[src/rtl/sap_pkg.sv]
// ----------------------------------------------------------------------------
// sap_pkg
// Shared constants, codes and types of the substring position search.
// ----------------------------------------------------------------------------
`timescale 1ns / 1ps
`default_nettype none

package sap_pkg;

   // Capacities
   localparam int MAX_PATTERN = 64;
   localparam int MAX_TEXT    = 256;

   // Derived widths
   localparam int PLEN_W = $clog2(MAX_PATTERN + 1);
   localparam int PIDX_W = (MAX_PATTERN > 1) ? $clog2(MAX_PATTERN) : 1;
   localparam int TCNT_W = $clog2(MAX_TEXT + 1);

   // Fixed field widths
   localparam int OPC_W   = 2;
   localparam int BYTE_W  = 8;
   localparam int POS_W   = 8;
   localparam int TOTAL_W = 9;
   localparam logic [TOTAL_W-1:0] TOTAL_MAX = '1;

   // Opcodes
   localparam logic [OPC_W-1:0] OP_START   = 2'd0;
   localparam logic [OPC_W-1:0] OP_PATTERN = 2'd1;
   localparam logic [OPC_W-1:0] OP_TEXT    = 2'd2;

   // Result kinds
   localparam logic KIND_MATCH   = 1'b0;
   localparam logic KIND_SUMMARY = 1'b1;

   // Result queue
   localparam int RSP_DEPTH   = 8;
   localparam int RSP_PTR_W   = $clog2(RSP_DEPTH);
   localparam int RSP_CNT_W   = $clog2(RSP_DEPTH + 1);
   localparam int STALL_LEVEL = RSP_DEPTH - 4;

   // One result item
   typedef struct packed {
      logic               kind;
      logic [POS_W-1:0]   position;
      logic [TOTAL_W-1:0] match_total;
      logic               none_found;
      logic               overflow;
      logic               last;
   } rsp_type;

   // Up to two results produced by one input item
   typedef struct packed {
      logic    push0;
      logic    push1;
      rsp_type res0;
      rsp_type res1;
   } push_type;

endpackage

`default_nettype wire

[src/rtl/sap_match.sv]
// ----------------------------------------------------------------------------
// sap_match
// Search state and per-byte match logic. Keeps the pattern bytes and a
// vector of partial-match flags (bit k: pattern bytes 0..k end at the
// newest text byte), updated in one step per text byte.
// ----------------------------------------------------------------------------
`timescale 1ns / 1ps
`default_nettype none

module sap_match
   import sap_pkg::*;
(
   input  wire logic              clock,
   input  wire logic              reset,
   input  wire logic              in_valid,
   input  wire logic [OPC_W-1:0]  in_opcode,
   input  wire logic [BYTE_W-1:0] in_data_byte,
   input  wire logic              in_end_of_text,
   output push_type               push
);

   logic [BYTE_W-1:0]      pat_ff [MAX_PATTERN];
   logic [PLEN_W-1:0]      plen_ff, plen_in;
   logic [TCNT_W-1:0]      tcount_ff, tcount_in;
   logic [TOTAL_W-1:0]     mcount_ff, mcount_in;
   logic                   ovf_ff, ovf_in;
   logic                   pover_ff, pover_in;
   logic                   done_ff, done_in;
   logic [MAX_PATTERN-1:0] hits_ff, hits_in;

   logic                   do_start, do_pat, do_text, text_room, pat_room, pat_wr;
   logic [MAX_PATTERN-1:0] eq, hits_next;
   logic [PIDX_W-1:0]      tail_idx;
   logic                   is_match;
   logic [TCNT_W+POS_W-1:0] pos_full;
   rsp_type                match_res, sum_res;

   // Item decode
   assign do_start  = in_valid && (in_opcode == OP_START);
   assign do_pat    = in_valid && !done_ff && (in_opcode == OP_PATTERN)
                      && (tcount_ff == '0);
   assign do_text   = in_valid && !done_ff && (in_opcode == OP_TEXT);
   assign text_room = tcount_ff < TCNT_W'(MAX_TEXT);
   assign pat_room  = plen_ff < PLEN_W'(MAX_PATTERN);
   assign pat_wr    = do_pat && pat_room;

   // Byte compare against every pattern position, shift-and update
   always_comb begin
      for (int k = 0; k < MAX_PATTERN; k++) begin
         eq[k] = (pat_ff[k] == in_data_byte);
      end
      hits_next = {hits_ff[MAX_PATTERN-2:0], 1'b1} & eq;
   end

   assign tail_idx = PIDX_W'(plen_ff - PLEN_W'(1));
   assign is_match = do_text && text_room && (plen_ff != '0) && !pover_ff
                     && hits_next[tail_idx];
   assign pos_full = (TCNT_W+POS_W)'(tcount_ff) + (TCNT_W+POS_W)'(1)
                     - (TCNT_W+POS_W)'(plen_ff);

   // Next state
   always_comb begin
      plen_in   = plen_ff;
      tcount_in = tcount_ff;
      mcount_in = mcount_ff;
      ovf_in    = ovf_ff;
      pover_in  = pover_ff;
      done_in   = done_ff;
      hits_in   = hits_ff;
      if (do_start) begin
         plen_in   = '0;
         tcount_in = '0;
         mcount_in = '0;
         ovf_in    = 1'b0;
         pover_in  = 1'b0;
         done_in   = 1'b0;
         hits_in   = '0;
      end else if (do_pat) begin
         if (pat_room) begin
            plen_in = plen_ff + PLEN_W'(1);
         end else begin
            ovf_in   = 1'b1;
            pover_in = 1'b1;
         end
      end else if (do_text) begin
         if (text_room) begin
            tcount_in = tcount_ff + TCNT_W'(1);
            hits_in   = hits_next;
            if (is_match && (mcount_ff != TOTAL_MAX)) begin
               mcount_in = mcount_ff + TOTAL_W'(1);
            end
         end else begin
            ovf_in = 1'b1;
         end
         if (in_end_of_text) begin
            done_in = 1'b1;
         end
      end
   end

   // Control state
   always_ff @(posedge clock) begin
      if (reset) begin
         plen_ff   <= '0;
         tcount_ff <= '0;
         mcount_ff <= '0;
         ovf_ff    <= 1'b0;
         pover_ff  <= 1'b0;
         done_ff   <= 1'b0;
         hits_ff   <= '0;
      end else begin
         plen_ff   <= plen_in;
         tcount_ff <= tcount_in;
         mcount_ff <= mcount_in;
         ovf_ff    <= ovf_in;
         pover_ff  <= pover_in;
         done_ff   <= done_in;
         hits_ff   <= hits_in;
      end
   end

   // Pattern bytes, one register per position
   always_ff @(posedge clock) begin
      for (int k = 0; k < MAX_PATTERN; k++) begin
         if (pat_wr && (plen_ff[PIDX_W-1:0] == PIDX_W'(k))) begin
            pat_ff[k] <= in_data_byte;
         end
      end
   end

   // Result items
   always_comb begin
      match_res.kind        = KIND_MATCH;
      match_res.position    = pos_full[POS_W-1:0];
      match_res.match_total = mcount_in;
      match_res.none_found  = 1'b0;
      match_res.overflow    = ovf_ff;
      match_res.last        = 1'b0;

      sum_res.kind        = KIND_SUMMARY;
      sum_res.position    = '0;
      sum_res.match_total = mcount_in;
      sum_res.none_found  = (mcount_in == '0);
      sum_res.overflow    = ovf_in;
      sum_res.last        = 1'b1;

      push.push0 = is_match || (do_text && in_end_of_text);
      push.push1 = is_match && in_end_of_text;
      push.res0  = is_match ? match_res : sum_res;
      push.res1  = sum_res;
   end

endmodule

`default_nettype wire

[src/rtl/sap_fifo.sv]
// ----------------------------------------------------------------------------
// sap_fifo
// Result queue: takes up to two items per cycle, gives one per cycle when popped.
// ----------------------------------------------------------------------------
`timescale 1ns / 1ps
`default_nettype none

module sap_fifo
   import sap_pkg::*;
(
   input  wire logic           clock,
   input  wire logic           reset,
   input  push_type            push,
   input  wire logic           pop,
   output rsp_type             head,
   output logic                not_empty,
   output logic [RSP_CNT_W-1:0] count
);

   rsp_type                mem_ff [RSP_DEPTH];
   logic [RSP_PTR_W-1:0]   wr_ff, wr_in, rd_ff, rd_in, wr_next;
   logic [RSP_CNT_W-1:0]   count_ff, count_in;
   logic [1:0]             n_push;

   assign n_push  = {1'b0, push.push0} + {1'b0, push.push1};
   assign wr_next = wr_ff + RSP_PTR_W'(1);

   // Pointer and fill count update
   always_comb begin
      wr_in    = wr_ff + RSP_PTR_W'(n_push);
      rd_in    = pop ? rd_ff + RSP_PTR_W'(1) : rd_ff;
      count_in = count_ff + RSP_CNT_W'(n_push) - (pop ? RSP_CNT_W'(1) : '0);
   end

   always_ff @(posedge clock) begin
      if (reset) begin
         wr_ff    <= '0;
         rd_ff    <= '0;
         count_ff <= '0;
      end else begin
         wr_ff    <= wr_in;
         rd_ff    <= rd_in;
         count_ff <= count_in;
      end
   end

   // Entry writes
   always_ff @(posedge clock) begin
      if (push.push0) begin
         mem_ff[wr_ff] <= push.res0;
      end
      if (push.push1) begin
         mem_ff[wr_next] <= push.res1;
      end
   end

   assign head      = mem_ff[rd_ff];
   assign not_empty = (count_ff != '0);
   assign count     = count_ff;

endmodule

`default_nettype wire

[src/rtl/substring_all_positions.sv]
// ----------------------------------------------------------------------------
// substring_all_positions
// Reports every start offset of a pattern in a byte stream, overlaps
// included, and a summary at the end of the text.
// ----------------------------------------------------------------------------
// Usage:
//   req_* channel: one item per accepted cycle (req_valid high, req_stall
//   low). A start item clears the search, pattern items append pattern
//   bytes (up to 64), text items stream the text (up to 256 bytes).
//   rsp_* channel: one result item per accepted cycle. A match item carries
//   the start offset; the text byte flagged end_of_text adds a summary item
//   with last set, after its own match item if it has one.
//   A result passes the input register and the result queue before it
//   shows on rsp_*. Throughput: one item per cycle while req_stall is low;
//   each text byte is compared against all pattern positions at once in a
//   single registered step. A stalled receiver fills an eight-entry result
//   queue; req_stall rises once more than four entries are held, so nothing
//   is lost, and a stalled rsp_* item holds steady.
//   Reset (synchronous) leaves the block as after a start item, with the
//   queue empty.
// ----------------------------------------------------------------------------
`timescale 1ns / 1ps
`default_nettype none

module substring_all_positions
   import sap_pkg::*;
(
   input  wire logic               clock,
   input  wire logic               reset,
   input  wire logic               req_valid,
   output logic                    req_stall,
   input  wire logic [OPC_W-1:0]   req_opcode,
   input  wire logic [BYTE_W-1:0]  req_data_byte,
   input  wire logic               req_end_of_text,
   output logic                    rsp_valid,
   input  wire logic               rsp_stall,
   output logic                    rsp_kind,
   output logic [POS_W-1:0]        rsp_position,
   output logic [TOTAL_W-1:0]      rsp_match_total,
   output logic                    rsp_none_found,
   output logic                    rsp_overflow,
   output logic                    rsp_last
);

   logic               stage_valid_ff;
   logic [OPC_W-1:0]   stage_opcode_ff;
   logic [BYTE_W-1:0]  stage_byte_ff;
   logic               stage_eot_ff;
   logic               req_take;
   push_type           push;
   rsp_type            head;
   logic               rsp_pop;
   logic [RSP_CNT_W-1:0] fill;

   // Input register
   assign req_stall = fill > RSP_CNT_W'(STALL_LEVEL);
   assign req_take  = req_valid && !req_stall;

   always_ff @(posedge clock) begin
      if (reset) begin
         stage_valid_ff <= 1'b0;
      end else begin
         stage_valid_ff <= req_take;
      end
   end

   always_ff @(posedge clock) begin
      if (req_take) begin
         stage_opcode_ff <= req_opcode;
         stage_byte_ff   <= req_data_byte;
         stage_eot_ff    <= req_end_of_text;
      end
   end

   // Search logic
   sap_match u_match (
      .clock          (clock),
      .reset          (reset),
      .in_valid       (stage_valid_ff),
      .in_opcode      (stage_opcode_ff),
      .in_data_byte   (stage_byte_ff),
      .in_end_of_text (stage_eot_ff),
      .push           (push)
   );

   // Result queue
   assign rsp_pop = rsp_valid && !rsp_stall;

   sap_fifo u_fifo (
      .clock     (clock),
      .reset     (reset),
      .push      (push),
      .pop       (rsp_pop),
      .head      (head),
      .not_empty (rsp_valid),
      .count     (fill)
   );

   assign rsp_kind        = head.kind;
   assign rsp_position    = head.position;
   assign rsp_match_total = head.match_total;
   assign rsp_none_found  = head.none_found;
   assign rsp_overflow    = head.overflow;
   assign rsp_last        = head.last;

endmodule

`default_nettype wire
[config.mk]
export PLATFORM = sky130hd
export DESIGN_NAME = substring_all_positions
export DESIGN_NICKNAME = d
export VERILOG_FILES = /design/src/rtl/sap_pkg.sv /design/src/rtl/sap_match.sv /design/src/rtl/sap_fifo.sv /design/src/rtl/substring_all_positions.sv
export SDC_FILE = /design/constraint.sdc
export NUM_CORES = 1
export LEC_CHECK = 0
export BUFFER_PORTS_ARGS = -buffer_cell sky130_fd_sc_hd__buf_2
export CAP_MARGIN = 20
export CORE_UTILIZATION = 65
export CTS_CLUSTER_DIAMETER = 200
export CTS_CLUSTER_SIZE = 40
export DETAILED_ROUTE_END_ITERATION = 7
export PLACE_DENSITY = 0.92
export SYNTH_ARGS = -nofsm -noshare
export SYNTH_HDL_FRONTEND = slang
export SYNTH_SLANG_ARGS = --single-unit
[constraint.sdc]
create_clock -name clock -period 7.6 [get_ports clock]
set_input_delay 0 -clock clock [delete_from_list [all_inputs] [get_ports clock]]
set_output_delay 0 -clock clock [all_outputs]
set_load 0.05 [all_outputs]
==> impl_metrics.env <==
export IMPL_clock_fmax_mhz=162
export IMPL_slowest_stage="nor3_2"
export IMPL_pre_cts_ws_ns=1.74
export IMPL_synth_top_area_frac=0.521
export IMPL_clockBufferDepth=3
export IMPL_total_power_mw=8.56
export IMPL_end_kind="register"
export IMPL_dp_hpwl_um=53700
export IMPL_final_cell_count_no_fill=3438
export IMPL_final_hold_violation_count=0
export IMPL_h_tree_depth=1
export IMPL_drive_gt1_frac=0.0847
export IMPL_yosysUniqueCellTypes=73
export IMPL_insertion_delay_ns=0.65
export IMPL_die_w_um=235
export IMPL_crit_path_cell_trace="buf_4, inv_1, ha_1, xnor2_2, nand2_1, nor2_1, a311oi_1, o21ai_1, o31ai_1, o21ai_4, nand4_4, nor3_2, o21ai_1, inv_1"
export IMPL_routedWlPerCell_um=23.6
export IMPL_hp_start="req_data_byte[2]"
export IMPL_layout_setup_ws_ns=1.45
export IMPL_clk_pin_slew_ns=0.14
export IMPL_p_per_area_nw_per_um2=232
export IMPL_area_growth_syn_to_layout_pct=4.66
export IMPL_start_util=0.664
export IMPL_critPathLaunch="u_match.plen_ff[0]"
export IMPL_fin_crit_sh=0.810
export IMPL_critPathMaxStageDelay_ns=0.83
export IMPL_rsz0062_at_grt="no"
export IMPL_postLayoutCellArea_um2=36900
export IMPL_synth_commonest_cells="611 x edfxtp_1, 421 x xnor2_1, 308 x nor2_1"
export IMPL_coreArea_um2=53100
export IMPL_synth_area_top_cells="edfxtp_1 52%, xnor2_1 10%, dfxtp_1 10%"
export IMPL_tritoncts="yes"
export IMPL_cp_data_required_time_ns=7.89
export IMPL_async_reset_ff_frac=0
export IMPL_cpLargestDelayFamily="simple AND/OR/NAND/NOR gates"
export IMPL_syn_area_um2=35200
export IMPL_crit_type="reg2reg"
export IMPL_portBuffers=37
export IMPL_synth_warning_count=0
export IMPL_finalClockSkew_ns=0.0348
export IMPL_ys_flop_type="edfxtp_1"
export IMPL_dieArea_um2=55100
export IMPL_setup_violations_final=0
export IMPL_timing_hold_ws_ns=0.0802
export IMPL_fp_row_count=84
export IMPL_first_pass_iters=7
export IMPL_grt_pass1_vias=22400
export IMPL_r2r_start="u_match.plen_ff[0]"
export IMPL_outcome="finished, final reports clean"
export IMPL_wirelength_um=81100
export IMPL_cts_buffers=23
export IMPL_ys_ff_latch=788
export IMPL_ioPinCount=38
export IMPL_tightest_slew_ns=1.23
export IMPL_synth_avg_cell_area_um2=12.9
export IMPL_vias_per_cell=6.45
export IMPL_grt_max_degree=89
export IMPL_syn_num_nets=2789
export IMPL_vdd_ir_drop_worst_v=0.000246
export IMPL_drv_slew=0
export IMPL_cts_sinks=788
export IMPL_place_area_um2=36000
export IMPL_syn_inst=2740
export IMPL_cap_violations=0
export IMPL_place_gp_congestion=0.894
export IMPL_yosysMostFrequentCell="edfxtp_1"
export IMPL_synth_edf_count=611
export IMPL_via_count=22200
export IMPL_drt_iter0_markers=2557
export IMPL_diodes=0
export IMPL_grt_usage=0.291
export IMPL_slew_headroom=0.178
export IMPL_ant_nets=0
export IMPL_cp_num_buf_inv=3
export IMPL_path_max_fanout=31
export IMPL_start_kind="register"
export IMPL_fin_nets=2782
export IMPL_utilization=0.695
export IMPL_grt_overflow=0
export IMPL_arrival_ns=6.45
export IMPL_ys_seq_area_frac=0.621
export IMPL_grt_pass1_wl_um=125000
export IMPL_drc=0
export IMPL_synth_top_area_cell="edfxtp_1"
export IMPL_cts_root_buffer="clkbuf_16"
export IMPL_holdCritPathClass="in2reg"
export IMPL_antenna_found_initial=0
export IMPL_placed_cells=3381
export IMPL_dieHeight_um=235
export IMPL_fin_crit_ns=6.15
export IMPL_fin_setup_tns_ns=0
export IMPL_leakagePower_nw=11.5
==> what timing repair did <==
item                                    in CTS  in global routing
resized for setup                            0                  0
endpoints found under the hold margin       28                  0
hold buffers                                13                  0
buffers inserted                             0                  0
endpoints found under the setup margin       0                  0
==> final timing paths <==
check / endpoint / slack [ns] / cells past startpoint
setup / recovery: u_fifo.mem_ff[6][4] / 1.45 / 14
setup reg to reg: u_fifo.mem_ff[6][4] / 1.45 / 14
hold / removal: stage_byte_ff[2] / 0.08 / 2
hold reg to reg: u_match.hits_ff[50] / 0.46 / 2
==> layout make-up <==
type	count	area [um^2]
clock inverter	2	36.3
sequential	788	21900
multi-input combinational	1758	12300
clock buffer	40	639
inverter	41	154
fill	3299	16200
timing repair buffer	121	1040
tap	688	861
==> cells in the final DEF, fill, tap and decap left out, types with 56 or more instances in the layout <==
| master | count |
|---|---|
| edfxtp_1 | 611 |
| xnor2_1 | 421 |
| nor2_1 | 308 |
| dfxtp_1 | 176 |
| nand2_1 | 154 |
| a21oi_1 | 136 |
| xor2_1 | 127 |
| nor3_1 | 108 |
| nand3_1 | 85 |
| nor4_1 | 71 |
| nand4_1 | 62 |
| buf_4 | 56 |
==> flip-flops by register name (all words and copies together), names as in the netlist, 2 cells and up, named ones only <==
signal	cells
u_fifo.count	4
u_fifo.mem_ff	160
u_match.pat_ff	512
u_match.mcount_ff	9
u_match.tcount_ff	9
u_match.hits_ff	63
u_match.plen_ff	7
u_fifo.wr_ff	3
u_fifo.rd_ff	3
stage_byte_ff	8
stage_opcode_ff	2
==> kinds of logic after synthesis <==
logic type / Yosys count / synth area share
xor gates and xnor gates: 550 / 0.137
DFF: 788 / 0.621
and+or+nand+nor: 850 / 0.114
adders and majority gates: 34 / 0.0127
muxes: 91 / 0.0412
buffers and inverters: 194 / 0.0315
AOI/OAI and AO/OA: 233 / 0.0418
==> power breakdown <==
group | total, mW | leakage [nW] | internal, mW | switching (mW)
registers | 4.88 | 7.01 | 4.80 | 0.0808
logic | 1.87 | 4.16 | 0.699 | 1.17
clock network | 1.81 | 0.320 | 0.597 | 1.21
==> metal layers <==
metal / vias to the layer above / part of all wire / GRT usage
met2: 1338 / 0.50 / 0.507
met1: 10900 / 0.37 / 0.371
met4: 0 / 0.045 / 0.124
li1: 9718 / - / -
met3: 244 / 0.085 / 0.0318
met5: - / 0 / 0
Power figures use the tool's default switching activity.
